**src/design/bole_pkg.sv**
```systemverilog
`timescale 1ns / 1ps
// ----------------------------------------------------------------------------
// bole_pkg
// Shared types and codes for the bounded ordered list engine.
// ----------------------------------------------------------------------------
package bole_pkg;

  localparam int REQ_W   = 3;
  localparam int VAL_W   = 32;
  localparam int POS_W   = 8;
  localparam int STAT_W  = 2;
  localparam int ENTRY_W = 5;

  // Request codes
  localparam logic [REQ_W-1:0] REQ_INS_FRONT = 3'd0;
  localparam logic [REQ_W-1:0] REQ_INS_BACK  = 3'd1;
  localparam logic [REQ_W-1:0] REQ_INS_POS   = 3'd2;
  localparam logic [REQ_W-1:0] REQ_DEL_FRONT = 3'd3;
  localparam logic [REQ_W-1:0] REQ_WALK_FWD  = 3'd4;
  localparam logic [REQ_W-1:0] REQ_WALK_BACK = 3'd5;

  // Status codes
  localparam logic [STAT_W-1:0] STAT_OK    = 2'd0;
  localparam logic [STAT_W-1:0] STAT_FULL  = 2'd1;
  localparam logic [STAT_W-1:0] STAT_EMPTY = 2'd2;

  // Controller to datapath
  typedef struct packed {
    logic accept;  // input transfer this cycle
    logic step;    // emit next walk element into the output register
  } cmd_t;

  // Datapath to controller
  typedef struct packed {
    logic walk_multi;  // accepted request is a walk of more than one element
    logic step_last;   // next walk step is the final one
  } sts_t;

endpackage

```
**src/design/bounded_ordered_list_engine_core.sv**
```systemverilog
`timescale 1ns / 1ps
// Latency: a result is valid the cycle after its request transfer.
// Throughput: insert, delete and unused codes: one per cycle while out_ready is high.
// A walk gives one cell per cycle while out_ready is high; input waits for its end.
// Reset clears the fill count, the walk pointer and the output valid flag.
// Cell contents are not cleared; only cells below the count are ever read.
// ----------------------------------------------------------------------------
// bounded_ordered_list_engine_core
// Ordered list of up to CAPACITY signed values with front/back/positional
// insert, front delete and forward/backward walks.
// ----------------------------------------------------------------------------
module bounded_ordered_list_engine_core
  import bole_pkg::*;
#(
  parameter int CAPACITY = 16
) (
  input  logic                    clk,
  input  logic                    rst,
  // request channel
  input  logic                    in_valid,
  output logic                    in_ready,
  input  logic [REQ_W-1:0]        req_type,
  input  logic signed [VAL_W-1:0] entry_value,
  input  logic [POS_W-1:0]        position,
  // result channel
  output logic                    out_valid,
  input  logic                    out_ready,
  output logic signed [VAL_W-1:0] element_value,
  output logic                    last,
  output logic [STAT_W-1:0]       status,
  output logic signed [VAL_W-1:0] head_value,
  output logic signed [VAL_W-1:0] tail_value,
  output logic [ENTRY_W-1:0]      entry_count
);

  // Controller drives transfer and walk-step commands; the datapath
  // reports whether a walk needs more steps.
  cmd_t cmd;
  sts_t sts;

  // Handshake and walk sequencer. A new request is taken whenever the
  // controller is idle and the output register is empty or being drained,
  // so single-result requests run one per cycle.
  bole_ctrl u_ctrl (
    .clk       (clk),
    .rst       (rst),
    .in_valid  (in_valid),
    .in_ready  (in_ready),
    .out_valid (out_valid),
    .out_ready (out_ready),
    .cmd       (cmd),
    .sts       (sts)
  );

  // Cell array shifts in parallel on insert/delete. The first walk element
  // is produced at the request transfer (head cell or tail copy); the rest
  // follow one per step through the walk pointer.
  bole_datapath #(
    .CAPACITY (CAPACITY)
  ) u_datapath (
    .clk           (clk),
    .rst           (rst),
    .cmd           (cmd),
    .sts           (sts),
    .req_type      (req_type),
    .entry_value   (entry_value),
    .position      (position),
    .element_value (element_value),
    .last          (last),
    .status        (status),
    .head_value    (head_value),
    .tail_value    (tail_value),
    .entry_count   (entry_count)
  );

endmodule

```
**src/design/bole_ctrl.sv**
```systemverilog
`timescale 1ns / 1ps
// ----------------------------------------------------------------------------
// bole_ctrl
// Handshake control and walk sequencing for the list engine.
// ----------------------------------------------------------------------------
module bole_ctrl
  import bole_pkg::*;
(
  input  logic clk,
  input  logic rst,
  input  logic in_valid,
  output logic in_ready,
  output logic out_valid,
  input  logic out_ready,
  output cmd_t cmd,
  input  sts_t sts
);

  typedef enum logic [1:0] {
    ST_IDLE = 2'b01,
    ST_WALK = 2'b10
  } state_t;

  state_t state, state_next;
  logic   out_valid_next;
  logic   slot_free;

  assign slot_free  = !out_valid || out_ready;
  assign in_ready   = (state == ST_IDLE) && slot_free;
  assign cmd.accept = in_valid && in_ready;
  assign cmd.step   = (state == ST_WALK) && slot_free;

  always_comb begin
    state_next = state;
    case (state)
      ST_IDLE: begin
        if (cmd.accept && sts.walk_multi) state_next = ST_WALK;
      end
      ST_WALK: begin
        if (cmd.step && sts.step_last) state_next = ST_IDLE;
      end
      default: state_next = ST_IDLE;
    endcase
  end

  always_comb begin
    if (cmd.accept || cmd.step) out_valid_next = 1'b1;
    else if (out_ready)         out_valid_next = 1'b0;
    else                        out_valid_next = out_valid;
  end

  always_ff @(posedge clk) begin
    if (rst) begin
      state     <= ST_IDLE;
      out_valid <= 1'b0;
    end else begin
      state     <= state_next;
      out_valid <= out_valid_next;
    end
  end

`ifndef SYNTH
  // A new result is only loaded when the output slot is free.
  a_load_slot_free: assert property (@(posedge clk) disable iff (rst)
    (cmd.accept || cmd.step) |-> (!out_valid || out_ready))
    else $error("result loaded over a pending result");

  // A walk ends only through its final step.
  a_walk_exit: assert property (@(posedge clk) disable iff (rst)
    (state == ST_WALK) ##1 (state == ST_IDLE) |-> $past(cmd.step && sts.step_last))
    else $error("walk left without final step");

  // No input is taken while a walk is in progress.
  a_no_accept_walk: assert property (@(posedge clk) disable iff (rst)
    (state == ST_WALK) |-> !cmd.accept)
    else $error("input accepted during walk");
`endif

endmodule

```
**src/design/bole_datapath.sv**
```systemverilog
`timescale 1ns / 1ps
// ----------------------------------------------------------------------------
// bole_datapath
// Shifting cell array, fill count, tail copy, walk pointer and result regs.
// ----------------------------------------------------------------------------
module bole_datapath
  import bole_pkg::*;
#(
  parameter int CAPACITY = 16
) (
  input  logic                      clk,
  input  logic                      rst,
  input  cmd_t                      cmd,
  output sts_t                      sts,
  input  logic [REQ_W-1:0]          req_type,
  input  logic signed [VAL_W-1:0]   entry_value,
  input  logic [POS_W-1:0]          position,
  output logic signed [VAL_W-1:0]   element_value,
  output logic                      last,
  output logic [STAT_W-1:0]         status,
  output logic signed [VAL_W-1:0]   head_value,
  output logic signed [VAL_W-1:0]   tail_value,
  output logic [ENTRY_W-1:0]        entry_count
);

  localparam int CW = $clog2(CAPACITY + 1);
  localparam int IW = $clog2(CAPACITY);

  logic [VAL_W-1:0] cells      [CAPACITY];
  logic [VAL_W-1:0] cells_next [CAPACITY];
  logic [CW-1:0]    count, count_next;
  logic [VAL_W-1:0] tail;
  logic [IW-1:0]    walk_idx;
  logic [IW-1:0]    walk_left;
  logic             walk_back;

  logic             is_ins, is_del, is_walk, is_back;
  logic             full, empty;
  logic             do_ins, do_del;
  logic [IW-1:0]    ins_idx;
  logic [POS_W-1:0] count_p;

  assign is_ins  = (req_type == REQ_INS_FRONT) || (req_type == REQ_INS_BACK) ||
                   (req_type == REQ_INS_POS);
  assign is_del  = (req_type == REQ_DEL_FRONT);
  assign is_back = (req_type == REQ_WALK_BACK);
  assign is_walk = (req_type == REQ_WALK_FWD) || is_back;
  assign full    = (count == CW'(CAPACITY));
  assign empty   = (count == '0);
  assign do_ins  = cmd.accept && is_ins && !full;
  assign do_del  = cmd.accept && is_del && !empty;
  assign count_p = POS_W'(count);

  assign sts.walk_multi = is_walk && (count > CW'(1));
  assign sts.step_last  = (walk_left == IW'(1));

  // Insert slot, position clamped to 1 .. count+1
  always_comb begin
    if (req_type == REQ_INS_FRONT)   ins_idx = '0;
    else if (req_type == REQ_INS_BACK) ins_idx = IW'(count);
    else if (position == '0)         ins_idx = '0;
    else if (position > count_p)     ins_idx = IW'(count);
    else                             ins_idx = IW'(position - POS_W'(1));
  end

  // All cells shift in parallel: right of the slot on insert, left on delete
  always_comb begin
    cells_next = cells;
    if (do_ins) begin
      for (int i = 0; i < CAPACITY; i++) begin
        if (IW'(i) == ins_idx) cells_next[i] = entry_value;
      end
      for (int i = 1; i < CAPACITY; i++) begin
        if (IW'(i) > ins_idx) cells_next[i] = cells[i-1];
      end
    end else if (do_del) begin
      for (int i = 0; i < CAPACITY - 1; i++) begin
        cells_next[i] = cells[i+1];
      end
    end
  end

  always_comb begin
    count_next = count;
    if (do_ins)      count_next = count + CW'(1);
    else if (do_del) count_next = count - CW'(1);
  end

  always_ff @(posedge clk) begin
    cells <= cells_next;
    if (do_ins && (ins_idx == IW'(count))) tail <= entry_value;
  end

  always_ff @(posedge clk) begin
    if (rst) count <= '0;
    else     count <= count_next;
  end

  // Result registers and walk pointer
  always_ff @(posedge clk) begin
    if (rst) begin
      walk_idx  <= '0;
      walk_left <= '0;
      walk_back <= 1'b0;
    end else if (cmd.accept && is_walk && !empty) begin
      walk_back <= is_back;
      walk_left <= IW'(count - CW'(1));
      walk_idx  <= is_back ? IW'(count - CW'(2)) : IW'(1);
    end else if (cmd.step) begin
      walk_left <= walk_left - IW'(1);
      walk_idx  <= walk_back ? walk_idx - IW'(1) : walk_idx + IW'(1);
    end
  end

  always_ff @(posedge clk) begin
    if (cmd.accept) begin
      element_value <= '0;
      last          <= 1'b1;
      status        <= STAT_OK;
      if (is_ins) begin
        if (full) status <= STAT_FULL;
      end else if (is_del) begin
        if (empty) status <= STAT_EMPTY;
      end else if (is_walk) begin
        if (empty) begin
          status <= STAT_EMPTY;
        end else begin
          element_value <= is_back ? tail : cells[0];
          last          <= (count == CW'(1));
        end
      end
    end else if (cmd.step) begin
      element_value <= cells[walk_idx];
      last          <= (walk_left == IW'(1));
      status        <= STAT_OK;
    end
  end

  // State only changes on a transfer, so these track the pending result
  assign head_value  = empty ? '0 : cells[0];
  assign tail_value  = empty ? '0 : tail;
  assign entry_count = ENTRY_W'(count);

`ifndef SYNTH
  a_count_bound: assert property (@(posedge clk) disable iff (rst)
    count <= CW'(CAPACITY))
    else $error("fill count beyond capacity");

  a_count_hold: assert property (@(posedge clk) disable iff (rst)
    (!$past(rst) && !$past(cmd.accept)) |-> (count == $past(count)))
    else $error("fill count changed without a transfer");

  a_step_left: assert property (@(posedge clk) disable iff (rst)
    cmd.step |-> (walk_left != '0))
    else $error("walk step with nothing left");
`endif

endmodule
```
**config.mk**
```make
export PLATFORM = sky130hd
export DESIGN_NAME = bounded_ordered_list_engine_core
export DESIGN_NICKNAME = d
export VERILOG_FILES = /design/src/design/bole_pkg.sv /design/src/design/bounded_ordered_list_engine_core.sv /design/src/design/bole_ctrl.sv /design/src/design/bole_datapath.sv
export SDC_FILE = /design/constraint.sdc
export NUM_CORES = 2
export LEC_CHECK = 0
export BUFFER_PORTS_ARGS = -buffer_cell sky130_fd_sc_hd__clkbuf_2
export CELL_PAD_IN_SITES_DETAIL_PLACEMENT = 2
export CELL_PAD_IN_SITES_GLOBAL_PLACEMENT = 2
export CORE_AREA = 8 8 308 310
export DETAILED_ROUTE_END_ITERATION = 6
export DIE_AREA = 0 0 316 318
export GPL_TIMING_DRIVEN = 0
export MAX_ROUTING_LAYER = met4
export PLACE_DENSITY_LB_ADDON = 0.1
export SETUP_SLACK_MARGIN = 0.05
export SLEW_MARGIN = 25
export SYNTH_ARGS = -nofsm -noshare
export SYNTH_HDL_FRONTEND = slang
export SYNTH_SLANG_ARGS = --single-unit
export TNS_END_PERCENT = 100
```
**constraint.sdc**
```tcl
create_clock -name clk -period 8.3 [get_ports clk]
set_input_delay 1.66 -clock clk [delete_from_list [all_inputs] [get_ports clk]]
set_output_delay 1.66 -clock clk [all_outputs]
set_load 0.05 [all_outputs]
```
==> key figures <==
Logic synthesis
  – Simple-gate share of the synthesized area: 12.5%
  – Post-synthesis mux area share: 15.6%
  – Net Count, Synth: 3159
  – Yosys warning count: 0
  – Syn_area_per_cell: 11.0 µm²
  – Ys flop type: edfxtp_1
  – EDFF count, synth: 579
  – Area share of fa/ha/maj cells after synthesis: 0.686%
  – Combinational family with the most area after synthesis: multiplexers
  – Xor/xnor cell area share of the yosys netlist: 0.465%
  – Post-synthesis sequential area ratio: 52.3%
  – Mapped Cells: 3094
  – Cell variety after synth: 58
  – Seq cells post-synth: 596
  – FFs w/ async S/R, synth: 0%
  – Synth Area in Compound Gates: 14.5%
  – Post-synth design cell area: 33900 µm²

Place
  – Post-place setup slack: 1.74 ns
  – Inst Count DP: 4450
  – RePlAce Congestion: 0.965
  – Detail Placement HPWL: 128000 µm
  – I/O Buffers: 150

Layout
  – Post-layout utilization of the core: 43.7%
  – Layout cells sized above 1: 17.5%
  – Multi-input combinational cell area: 15000 µm²
  – Nets: 3417
  – P&R area growth vs syn: 15.4%
  – Final cell count without fillers: 4585
  – FILL cells: 9301
  – Reg area: 17700 µm²

Global routing
  – Met3 Use GR: 7.21%
  – Vias in the first global route: 33100
  – Grt peak-use layer: met2
  – Global Route Usage Sum: 35.4%
  – Pin count of the biggest net entering global routing: 33
  – Total gr overflow: 0
  – Global-route wire length before repair: 249000 µm
  – Met1 GRT Util: 45.5%
  – Initial antenna violation count: 4
  – Met2 GRT Util: 54.1%

Setup path
  – CP Max Fanout: 10
  – Crit path largest cell delay: 0.80 ns
  – Worst path cell trace: clkbuf_2 > nand2b_1 > and3b_1 > and2_1 > clkbuf_1 > nand3_1 > buf_2 > buf_2 > clkbuf_1 > clkbuf_1 > nor3_2 > buf_4 > buf_4 > buf_4
  – Data required, critical path: 8.65 ns
  – CP delay by family, top: buffers and inverters
  – CP arrival: 6.27 ns
  – Crit path kind: in -> reg
  – Startpoint Class: input port
  – Crit-path slowest cell: nor3_2
  – Setup crit end kind: register
  – Crit path buffers/inverters: 9

Timing
  – Fin. Hold Viols: 0
  – Final period util: 71.3%
  – Setup TNS: 0 ns
  – Final Max Tran Viols: 0
  – Worst-margin pin slew: 1.22 ns
  – Final WS setup: 2.38 ns
  – RSZ-0062 raised after global routing: false
  – Rel. slew slack: 18.5%
  – Final setup violation count: 0
  – Post-layout min period: 5.92 ns
  – Fmax: 0.169 GHz
  – Worst clock skew: 0.0319 ns

Power and ir drop
  – Worst vdd ir: 0.000145 V
  – P_leak: 14.1 nW
  – Pwr dens: 213 nW/µm²
  – Overall Power: 8.33 mW

CTS
  – Clk sinks: 596
  – Clock network latency to the later pin of the worst-skew pair: 0.66 ns
  – Post-CTS sizing: 0
  – Reg clk slew, reported paths: 0.06 ns
  – CTS tree: yes
  – Hold_buf cts: 0
  – Num CTS Buffers: 76
  – Max Root-Sink Buffers: 3
  – Post-CTS Setup Inserts: 0
  – CTS H-tree lvls: 3
  – Root buffer cell: clkbuf_16

Floorplan
  – Initial Utilization: 37.8%
  – IO Count: 153
  – DIE WIDTH: 316 µm
  – Die Y-Extent: 318 µm
  – Core area: 89600 µm²
  – Std-Cell Rows: 110
  – Die area: 100000 µm²

Drt
  – Wire per inst: 38.8 µm
  – Antenna Nets Post-Route: 0
  – Vias: 30900
  – DRC viols: 0
  – Starting DRT DRC Count: 3763
  – Drt pass-1 iters: 5
  – Wirelength, routed: 178000 µm
  – DR vias/cell: 6.74

Flow run
  – Max-cap viol count: 0

Hold path
  – Min-Delay Path Class: reg -> reg

Outcome
  – Status: finished, final reports clean
==> registers in the layout, summed over array words and instances, names as in the netlist <==
| name | cells |
|---|---|
| u_datapath.cells | 512 |
| u_datapath.element_value | 32 |
| u_datapath.tail | 32 |
| u_datapath.entry_count | 5 |
| u_datapath.walk_idx | 4 |
| u_datapath.walk_left | 4 |
| u_ctrl.state | 2 |
| u_datapath.status | 2 |
| u_ctrl.out_valid | 1 |
| u_datapath.last | 1 |
| u_datapath.walk_back | 1 |
==> final timing paths <==
check	cells past startpoint	slack, ns	endpoint	start
setup reg to reg	14	2.76	u_datapath.tail[14]	u_datapath.entry_count[0]
hold reg to reg	2	0.56	u_datapath.cells[53]	u_datapath.cells[21]
hold / removal	2	0.56	u_datapath.cells[53]	u_datapath.cells[21]
setup / recovery	14	2.38	u_datapath.tail[14]	out_ready
==> through the flow <==
step	hold WS, ns	cell area, µm²
global placement	0.536	36100
global route	0.591	39100
detailed placement	0.546	36900
floorplan	0.516	33900
finish	0.561	39100
CTS	0.560	39100
==> final cells by class <==
cell class	instances	share of cell area, %
multi-input cells	2174	38.3
well taps	1176	3.76
clock inverters	31	0.397
inverters	14	0.134
flip-flops and latches	596	45.3
diodes	2	0.0128
plain buffers	310	3.43
repair buffers	180	3.33
clock buffers	102	5.27
==> worst reg2reg max path, cell delays in order (launching register included) <==
cell	delay, ns
dfxtp_1	0.47
clkbuf_1	0.35
inv_1	0.16
ha_1	0.28
and3_1	0.24
nand2_1	0.11
nand3_1	0.39
buf_2	0.41
buf_2	0.25
clkbuf_1	0.44
clkbuf_1	0.57
nor3_2	0.81
buf_4	0.32
buf_4	0.24
buf_4	0.22
==> report_power, final <==
group	total (mW)	leakage, nW	switching [mW]	internal (mW)
combinational	1.45	7.50	1.05	0.397
clock	3.18	1.08	1.41	1.76
sequential	3.71	5.51	0.152	3.56
total	8.33	14.1	2.62	5.71
==> layout by cell type (no fill, tap or decap), types with 129 or more instances in the layout <==
| cell type | instances |
|---|---|
| a31oi_1 | 129 |
| mux2i_1 | 132 |
| o21ai_0 | 187 |
| clkbuf_2 | 183 |
| edfxtp_1 | 579 |
| mux4_2 | 160 |
| a21oi_1 | 209 |
| nand3_1 | 132 |
| nor2_1 | 176 |
| o211ai_1 | 133 |
| nand2_1 | 595 |
| clkbuf_1 | 208 |
==> synth_stat cells, drive strengths merged (2+ instances only) <==
cell | count | area, µm²
nor3b | 3 | 22.5
nand2b | 4 | 25.0
mux2 | 32 | 360
a211oi | 11 | 125
and2 | 66 | 413
xor2 | 4 | 35.0
nand4 | 3 | 33.8
dfxtp | 17 | 340
o211ai | 133 | 998
o21ai | 204 | 1020
ha | 17 | 213
a32oi | 34 | 298
nor4 | 2 | 12.5
o31ai | 3 | 36.3
inv | 14 | 52.6
nor3 | 8 | 40.0
o221ai | 32 | 280
a31oi | 129 | 807
a21oi | 210 | 1050
xnor2 | 14 | 123
nor2 | 178 | 671
a21boi | 2 | 15.0
o22ai | 32 | 200
nand3 | 133 | 671
nor2b | 4 | 25.0
clkbuf | 215 | 807
mux4 | 160 | 3600
and3 | 3 | 18.8
edfxtp | 579 | 17400
a211o | 3 | 26.3
nand2 | 606 | 2280
mux2i | 133 | 1340
buf | 95 | 475
==> kinds of logic after synthesis <==
logic type                 after synthesis
buffers and inverters                  324
and+or+nand+nor                       1015
DFF                                    596
AOI/OAI and AO/OA                      798
adders and majority gates               18
xor gates and xnor gates                18
muxes                                  325
==> metal layers <==
layer	wire, µm	share of wire [%]	vias to the layer above
met5	0	0	-
met4	8870	5.0	0
met3	16800	9.4	469
met2	81100	46	1891
met1	71000	40	16300
li1	-	-	12300
(Power assumes the default switching activity.)
